===== config.mk =====
export PLATFORM = sky130hd
export DESIGN_NAME = form_field_value_extractor
export DESIGN_NICKNAME = d
export VERILOG_FILES = /design/src/rtl/ffve_pkg.sv /design/src/rtl/form_field_value_extractor.sv
export SDC_FILE = /design/constraint.sdc
export NUM_CORES = 1
export LEC_CHECK = 0
export ABC_CLOCK_PERIOD_IN_PS = 6600
export BUFFER_PORTS_ARGS = -buffer_cell sky130_fd_sc_hd__buf_2
export CAP_MARGIN = 30
export CORE_MARGIN = 3
export CORE_UTILIZATION = 52
export DETAILED_ROUTE_END_ITERATION = 6
export HOLD_SLACK_MARGIN = 0.06
export PLACE_DENSITY = 0.72
export SYNTH_ARGS = -nofsm -noshare
export SYNTH_HDL_FRONTEND = slang
export SYNTH_SLANG_ARGS = --single-unit

===== constraint.sdc =====
create_clock -name clk -period 6.6 [get_ports clk]
set_clock_uncertainty 0.05 [all_clocks]
set_input_delay 0.33 -clock clk [delete_from_list [all_inputs] [get_ports clk]]
set_output_delay 0.33 -clock clk [all_outputs]
set_load 0.02 [all_outputs]

===== src/rtl/ffve_pkg.sv =====
package ffve_pkg;

	localparam int MAX_VALUE_BYTES_DEF = 1024;

	localparam int BYTE_W   = 8;
	localparam int KEY_CHARS_W = 64;
	localparam int KEY_LEN_W   = 4;
	localparam int CAP_W       = 11;
	localparam int CFG_IDX_W   = 2;

	localparam logic [KEY_LEN_W-1:0] KEY_MAX_LEN = 4'd8;

	localparam logic [CFG_IDX_W-1:0] CFG_KEY_CHARS  = 2'd0;
	localparam logic [CFG_IDX_W-1:0] CFG_KEY_LENGTH = 2'd1;
	localparam logic [CFG_IDX_W-1:0] CFG_VALUE_CAP  = 2'd2;

	localparam logic [CAP_W-1:0] VALUE_CAP_RESET = 11'd64;

	localparam logic [BYTE_W-1:0] CH_SPACE = 8'h20;
	localparam logic [BYTE_W-1:0] CH_DEL   = 8'h7F;
	localparam logic [BYTE_W-1:0] CH_PLUS  = 8'h2B;
	localparam logic [BYTE_W-1:0] CH_PCT   = 8'h25;
	localparam logic [BYTE_W-1:0] CH_AMP   = 8'h26;
	localparam logic [BYTE_W-1:0] CH_EQ    = 8'h3D;
	localparam logic [BYTE_W-1:0] CH_NUL   = 8'h00;

	localparam logic [1:0] ST_OK        = 2'd0;
	localparam logic [1:0] ST_NOT_FOUND = 2'd1;
	localparam logic [1:0] ST_ERROR     = 2'd2;

	localparam logic [1:0] ESC_NONE = 2'd0;
	localparam logic [1:0] ESC_HIGH = 2'd1;
	localparam logic [1:0] ESC_LOW  = 2'd2;

	localparam logic KIND_BYTE   = 1'b0;
	localparam logic KIND_STATUS = 1'b1;

	typedef struct packed {
		logic              kind;
		logic [BYTE_W-1:0] value;
		logic [1:0]        status;
		logic              last;
	} result_t;

	// bit 4 set: not a hex digit
	function automatic logic [4:0] hex_digit(input logic [BYTE_W-1:0] c);
		logic [4:0] d;
		d = 5'h10;
		if (c >= 8'h30 && c <= 8'h39)
			d = 5'(c - 8'h30);
		else if (c >= 8'h61 && c <= 8'h66)
			d = 5'(c - 8'h57);
		else if (c >= 8'h41 && c <= 8'h46)
			d = 5'(c - 8'h37);
		return d;
	endfunction

endpackage


===== src/rtl/form_field_value_extractor.sv =====
// channel   | handshake                  | payload
// body      | body_valid / body_stall    | body_byte, end_of_body
// result    | result_valid / result_stall| result_kind, value_byte, status, last
// config    | cfg_write_en               | cfg_index, cfg_data
//
// One body byte per cycle while body_stall is low: input register, combinational decode, 4-entry result queue.
// An item yields up to two results; the queue drains one result per cycle while result_stall is low.
// An accepted byte passes through the input register and then the result queue before its result is offered.
// body_stall rises while the input register holds an item and the queue has under two free slots.
// arst_n clears control state, empties the queue and resets the config registers (capacity to 64).
module form_field_value_extractor import ffve_pkg::*; #(
	parameter int MAX_VALUE_BYTES = MAX_VALUE_BYTES_DEF
) (
	input  logic                   clk,
	input  logic                   arst_n,
	input  logic                   body_valid,
	output logic                   body_stall,
	input  logic [BYTE_W-1:0]      body_byte,
	input  logic                   end_of_body,
	output logic                   result_valid,
	input  logic                   result_stall,
	output logic                   result_kind,
	output logic [BYTE_W-1:0]      value_byte,
	output logic [1:0]             status,
	output logic                   last,
	input  logic                   cfg_write_en,
	input  logic [CFG_IDX_W-1:0]   cfg_index,
	input  logic [KEY_CHARS_W-1:0] cfg_data
);

	localparam logic [1:0] PH_KEY   = 2'd0;
	localparam logic [1:0] PH_SKIP  = 2'd1;
	localparam logic [1:0] PH_VALUE = 2'd2;
	localparam logic [1:0] PH_DONE  = 2'd3;

	localparam int MaxCapInt = (MAX_VALUE_BYTES > 2047) ? 2047 : MAX_VALUE_BYTES;
	localparam logic [CAP_W-1:0] MaxCap = CAP_W'(MaxCapInt);

	localparam int QDepth = 4;
	localparam int QPtrW  = 2;
	localparam int QCntW  = 3;

	logic [KEY_CHARS_W-1:0] key_chars_q;
	logic [KEY_LEN_W-1:0]   key_length_q;
	logic [CAP_W-1:0]       value_capacity_q;

	logic                   valid_s1;
	logic [BYTE_W-1:0]      byte_s1;
	logic                   eob_s1;

	logic [1:0]             phase_q, phase_d;
	logic [KEY_LEN_W-1:0]   key_position_q, key_position_d;
	logic                   key_mismatch_q, key_mismatch_d;
	logic [1:0]             escape_step_q, escape_step_d;
	logic [3:0]             high_nibble_q, high_nibble_d;
	logic [CAP_W-1:0]       value_count_q, value_count_d;
	logic                   decode_error_q, decode_error_d;

	result_t                queue_q [QDepth];
	logic [QPtrW-1:0]       wr_ptr_q, rd_ptr_q;
	logic [QCntW-1:0]       count_q;

	logic                   body_take;
	logic                   advance;
	logic                   result_take;
	logic                   body_end;
	logic                   emit_byte;
	logic [BYTE_W-1:0]      emit_value;
	logic [1:0]             end_status;
	logic [KEY_LEN_W-1:0]   klen;
	logic [CAP_W-1:0]       cap_eff;
	logic [BYTE_W-1:0]      key_char;
	logic [4:0]             digit;
	logic [BYTE_W-1:0]      cand;
	logic                   cand_valid;
	logic [1:0]             n_push;
	result_t                push0, push1;

	assign body_take   = body_valid && !body_stall;
	assign advance     = valid_s1 && (count_q <= QCntW'(QDepth - 2));
	assign body_stall  = valid_s1 && !advance;
	assign result_take = result_valid && !result_stall;

	assign klen     = (key_length_q > KEY_MAX_LEN) ? KEY_MAX_LEN : key_length_q;
	assign cap_eff  = (value_capacity_q > MaxCap) ? MaxCap : value_capacity_q;
	assign key_char = key_chars_q[{key_position_q[2:0], 3'b000} +: BYTE_W];
	assign digit    = hex_digit(byte_s1);
	assign body_end = (byte_s1 == CH_NUL) || eob_s1;

	always_comb begin
		phase_d        = phase_q;
		key_position_d = key_position_q;
		key_mismatch_d = key_mismatch_q;
		escape_step_d  = escape_step_q;
		high_nibble_d  = high_nibble_q;
		value_count_d  = value_count_q;
		decode_error_d = decode_error_q;
		cand           = byte_s1;
		cand_valid     = 1'b0;
		emit_byte      = 1'b0;
		emit_value     = byte_s1;
		end_status     = ST_OK;

		if (byte_s1 != CH_NUL) begin
			unique case (phase_q)
				PH_KEY: begin
					if (byte_s1 == CH_AMP) begin
						key_position_d = '0;
						key_mismatch_d = 1'b0;
					end else if (byte_s1 == CH_EQ) begin
						phase_d = (!key_mismatch_q && key_position_q == klen) ? PH_VALUE : PH_SKIP;
					end else if (key_position_q < klen && byte_s1 == key_char) begin
						key_position_d = key_position_q + 1'b1;
					end else begin
						key_mismatch_d = 1'b1;
					end
				end
				PH_SKIP: begin
					if (byte_s1 == CH_AMP) begin
						phase_d        = PH_KEY;
						key_position_d = '0;
						key_mismatch_d = 1'b0;
					end
				end
				PH_VALUE: begin
					if (escape_step_q == ESC_HIGH) begin
						if (digit[4]) begin
							decode_error_d = 1'b1;
							phase_d        = PH_DONE;
						end else begin
							high_nibble_d = digit[3:0];
							escape_step_d = ESC_LOW;
						end
					end else if (escape_step_q == ESC_LOW) begin
						escape_step_d = ESC_NONE;
						if (digit[4]) begin
							decode_error_d = 1'b1;
							phase_d        = PH_DONE;
						end else begin
							cand       = {high_nibble_q, digit[3:0]};
							cand_valid = 1'b1;
						end
					end else if (byte_s1 == CH_AMP) begin
						phase_d = PH_DONE;
					end else if (byte_s1 == CH_PCT) begin
						escape_step_d = ESC_HIGH;
					end else if (byte_s1 == CH_PLUS) begin
						cand       = CH_SPACE;
						cand_valid = 1'b1;
					end else begin
						cand_valid = 1'b1;
					end
				end
				default: begin
				end
			endcase
		end

		if (cand_valid) begin
			if (cand < CH_SPACE || cand == CH_DEL ||
			    ({1'b0, value_count_q} + 1'b1) >= {1'b0, cap_eff}) begin
				decode_error_d = 1'b1;
				phase_d        = PH_DONE;
			end else begin
				emit_byte     = 1'b1;
				emit_value    = cand;
				value_count_d = value_count_q + 1'b1;
			end
		end

		if (phase_d == PH_KEY || phase_d == PH_SKIP)
			end_status = ST_NOT_FOUND;
		else if (decode_error_d || escape_step_d != ESC_NONE)
			end_status = ST_ERROR;
		else
			end_status = ST_OK;

		if (body_end) begin
			phase_d        = PH_KEY;
			key_position_d = '0;
			key_mismatch_d = 1'b0;
			escape_step_d  = ESC_NONE;
			high_nibble_d  = '0;
			value_count_d  = '0;
			decode_error_d = 1'b0;
		end
	end

	always_comb begin
		push0 = '{kind: KIND_BYTE, value: emit_value, status: ST_OK, last: 1'b0};
		push1 = '{kind: KIND_STATUS, value: CH_NUL, status: end_status, last: 1'b1};
		n_push = '0;
		if (advance) begin
			if (emit_byte && body_end)
				n_push = 2'd2;
			else if (emit_byte)
				n_push = 2'd1;
			else if (body_end) begin
				n_push = 2'd1;
				push0  = push1;
			end
		end
	end

	always_ff @(posedge clk or negedge arst_n) begin
		if (!arst_n) begin
			key_chars_q      <= '0;
			key_length_q     <= '0;
			value_capacity_q <= VALUE_CAP_RESET;
		end else if (cfg_write_en) begin
			unique case (cfg_index)
				CFG_KEY_CHARS:  key_chars_q      <= cfg_data;
				CFG_KEY_LENGTH: key_length_q     <= cfg_data[KEY_LEN_W-1:0];
				CFG_VALUE_CAP:  value_capacity_q <= cfg_data[CAP_W-1:0];
				default: begin
				end
			endcase
		end
	end

	always_ff @(posedge clk or negedge arst_n) begin
		if (!arst_n) begin
			valid_s1 <= 1'b0;
		end else if (body_take) begin
			valid_s1 <= 1'b1;
		end else if (advance) begin
			valid_s1 <= 1'b0;
		end
	end

	always_ff @(posedge clk) begin
		if (body_take) begin
			byte_s1 <= body_byte;
			eob_s1  <= end_of_body;
		end
	end

	always_ff @(posedge clk or negedge arst_n) begin
		if (!arst_n) begin
			phase_q        <= PH_KEY;
			key_position_q <= '0;
			key_mismatch_q <= 1'b0;
			escape_step_q  <= ESC_NONE;
			high_nibble_q  <= '0;
			value_count_q  <= '0;
			decode_error_q <= 1'b0;
		end else if (advance) begin
			phase_q        <= phase_d;
			key_position_q <= key_position_d;
			key_mismatch_q <= key_mismatch_d;
			escape_step_q  <= escape_step_d;
			high_nibble_q  <= high_nibble_d;
			value_count_q  <= value_count_d;
			decode_error_q <= decode_error_d;
		end
	end

	always_ff @(posedge clk) begin
		if (n_push != 2'd0)
			queue_q[wr_ptr_q] <= push0;
		if (n_push == 2'd2)
			queue_q[wr_ptr_q + 1'b1] <= push1;
	end

	always_ff @(posedge clk or negedge arst_n) begin
		if (!arst_n) begin
			wr_ptr_q <= '0;
			rd_ptr_q <= '0;
			count_q  <= '0;
		end else begin
			wr_ptr_q <= wr_ptr_q + QPtrW'(n_push);
			if (result_take)
				rd_ptr_q <= rd_ptr_q + 1'b1;
			count_q <= count_q + QCntW'(n_push) - QCntW'(result_take);
		end
	end

	assign result_valid = (count_q != '0);
	assign result_kind  = queue_q[rd_ptr_q].kind;
	assign value_byte   = queue_q[rd_ptr_q].value;
	assign status       = queue_q[rd_ptr_q].status;
	assign last         = queue_q[rd_ptr_q].last;

	a_queue_bound: assert property (@(posedge clk) disable iff (!arst_n)
		count_q <= QCntW'(QDepth))
		else $error("result queue overrun");

	a_end_clears: assert property (@(posedge clk) disable iff (!arst_n)
		advance && body_end |=> phase_q == PH_KEY && value_count_q == '0 && !decode_error_q)
		else $error("body state not cleared at end of body");

	a_count_bound: assert property (@(posedge clk) disable iff (!arst_n)
		value_count_q == '0 || value_count_q < cap_eff)
		else $error("value count reached capacity");

	a_stall_busy: assert property (@(posedge clk) disable iff (!arst_n)
		body_stall |-> valid_s1 && count_q > QCntW'(QDepth - 2))
		else $error("input stalled without cause");

endmodule


==> metrics.yaml <==
synth_area_per_cell_um2: 11.2
viasPerCell: 5.94
synthFlopType: "dfrtp_1"
end_kind: "flop"
cts_tree: "built"
core_um2: 16200
drc: 0
grt_overflow: 0
final_layout_size_suffix_gt1_share_pct: 29.4
p_leak_nw: 4.23
multi_input_area_um2: 4460
gp_congestion: 0.890
setup_viol: 0
outcome: "complete, no violations"
synthAdderAreaFrac_pct: 4.07
nets: 977
clkSlewWorstSetupHoldPaths_ns: 0.07
max_stage_delay_ns: 0.50
period_share_pct: 87.5
timing.hold.ws_ns: 0.0733
worstPathRequired_ns: 6.85
pre_cts_slack_ns: 0.984
worst-path-max-fanout: 16
antenna_found_initial: 0
die-area_um2: 18500
portBuffers: 93
synth_edf_count: 17
synth_seq_cells: 165
cts_root_buf: "clkbuf_16"
synth_cell_types: 82
fmax_mhz: 173
vias: 6518
async_flop_share_pct: 67.9
synth_top_family_by_area: "multiplexers"
crit_type: "flop to flop"
ir_worst_vdd_v: 0.000265
fin_setup_tns_ns: 0
critPathArrivalTime_ns: 6.02
clock_path_buffers: 2
diodes: 0
dp.final_hpwl_mm: 14.5
grt_pass1_vias: 6672
syn_area_um2: 8790
hold_class: "input pin to flop"
seq_area_um2: 4040
synth.top_cells.by_area: "dfrtp_1, mux2_2, dfxtp_1, mux4_2, edfxtp_1"
tightest_slew_ns: 0.867
max-cap-violations: 0
rows: 46
syn_nets: 895
synthXorXnorAreaFrac_pct: 2.29
yosys-mux-area-fraction_pct: 18.8
post-route-min-period_ns: 5.77
start_kind: "flop"
grt_pass1_wl_mm: 33.5
slew_violations: 0
ys_seq_area_share_pct: 45.9
cp_cell_sequence: "ha_1, and3_1, and3_1, and3_1, nand3_1, xnor2_1, ha_1, and3_1, a221o_1, a31o_2, a21oi_1, a2111o_1, o211ai_2, inv_2, ha_1, nand2_1, o21ai_1, nand3_1, and3_1, a31oi_1, o31ai_1"
synthToLayoutAreaGrowth_pct: 14.6
synth_common_cells: "dfrtp_1, mux2_2, nand2_1"
yosys_warnings: 0
total_power_mw: 3.74
fillCellCount: 1354
die_w_um: 136
cpMaxStageDelayCell: "nand3_1"
wl_per_cell_um: 18.4
relSlewSlack_pct: 42.2
cpMostUsedCell: "and3_1"
yosys.area_share.simple_pct: 13.0
grt_max_degree: 65
synthCells: 787
stdcell_count: 1098
place_inst: 1055
layout_setup_ws_ns: 0.828
rsz0062_at_grt: "false"
die_h_um: 136
yosysMostFrequentCell: "dfrtp_1"
clock-sinks: 165
postCtsSetupRepairBufs: 0
synth_top_cell_area_share_pct: 31.6
initial_utilization_pct: 54.2
io_pins: 94
clk-insertion-delay-late_ns: 0.43
ant_nets: 0
p_per_area_nw_per_um2: 371
finalWirelength_mm: 20.2
cts_inserted_buffers: 17
drtPass1Iterations: 5
yosysTopAreaCell: "dfrtp_1"
track_usage_pct: 23.0
hold_violations: 0
h-tree-depth: 4
drtIter0Drc: 369
synth_compound_area_share_pct: 12.4
[through the flow]
stage	utilization, %	area, µm²
after floorplan	-	8790
after global placement	57.6	9350
after detailed placement	57.6	9350
after CTS	62.1	10100
after global routing	62.1	10100
final	62.1	10100
[registers in the layout, summed over array words and instances (netlist names)]
signal	cells
key_length_q	4
high_nibble_q	4
queue_q	44
eob_s1	1
key_position_q	4
count_q	3
valid_s1	1
value_capacity_q	11
byte_s1	8
phase_q	2
value_count_q	11
rd_ptr_q	2
wr_ptr_q	2
decode_error_q	1
key_mismatch_q	1
escape_step_q	2
key_chars_q	64
[critical path, delay by kind of cell (launching register included)]
kind | cells | cell delay (ns)
xor+xnor | 1 | 0.21
compound gates | 8 | 1.88
fa+ha+maj | 3 | 0.80
buf+inv | 1 | 0.33
flops | 1 | 0.42
simple gates | 8 | 1.97
[final cells by class]
| class | instances | area share, % |
|---|---|---|
| repair buffers | 108 | 6.03 |
| clock inverters | 13 | 1.74 |
| flip-flops and latches | 165 | 40.0 |
| well taps | 216 | 2.68 |
| clock buffers | 19 | 4.39 |
| multi-input cells | 553 | 44.2 |
| inverters | 24 | 0.894 |
[per-layer routing]
layer	part of all wire (%)	GRT usage, %	vias up
met5	0	0	-
met4	1.2	5.43	0
met3	6.5	5.37	21
met2	49	38.8	234
met1	44	30.1	3163
li1	-	-	3100
[cells in the final DEF (no fill, tap or decap), types with 7 or more instances in the layout]
cell	Yosys	routed
xnor2_1	17	17
dlygate4sd3_1	0	11
and3_1	13	13
nand2b_1	7	7
mux2i_1	10	10
dfrtp_1	111	111
nor2_1	33	33
a31oi_1	7	7
edfxtp_1	17	17
ha_1	27	27
o211ai_1	9	9
inv_1	21	21
a21oi_1	36	36
nor2b_1	10	10
buf_2	5	92
clkbuf_16	0	17
mux4_2	27	27
nand2_1	62	62
nor3_1	12	12
a21o_1	8	8
o21ai_0	38	38
nand3_1	45	45
o31ai_1	10	10
mux2_2	84	84
dfxtp_1	36	36
[worst paths after layout]
kind                                                    from  slack (ns)                            to  cells past startpoint
worst min-delay path                            cfg_data[16]        0.07   key_chars_q[16]$_DFFE_PN0P_                      2
worst max-delay path            value_count_q[0]$_DFFE_PN0P_        0.83    queue_q[3][8]$_SDFFE_PP0P_                     21
min in group asynchronous                             arst_n        0.42       rd_ptr_q[0]$_DFFE_PN0P_                      2
worst max register to register  value_count_q[0]$_DFFE_PN0P_        0.83    queue_q[3][8]$_SDFFE_PP0P_                     21
max in group asynchronous                             arst_n        4.83  high_nibble_q[0]$_DFFE_PN0P_                      3
worst min register to register    queue_q[0][6]$_SDFFE_PP0N_        0.43    queue_q[0][6]$_SDFFE_PP0N_                      2
[timing repair]
action,4_1_cts,5_1_grt
endpoints found under the setup margin,0,0
gates resized for setup,0,0
hold buffers,11,0
hold endpoints to repair,59,0
[kinds of logic (layout without fill, tap and decap cells)]
group	count (synthesis)	after routing
adders and majority gates	28	28
AOI/OAI and AO/OA	161	161
DFF	165	165
muxes	121	121
buffers and inverters	69	164
xor gates and xnor gates	23	23
and+or+nand+nor	220	220
[where the power goes]
group          internal (mW)  leakage (nW)  switching, mW  total [mW]
registers               1.28          1.84          0.229        1.51
clock network          0.589         0.302          0.452        1.04
logic                  0.565          2.10          0.623        1.19
total                   2.44          4.23           1.30        3.74
Note: power is estimated with default switching activity, not from simulation.
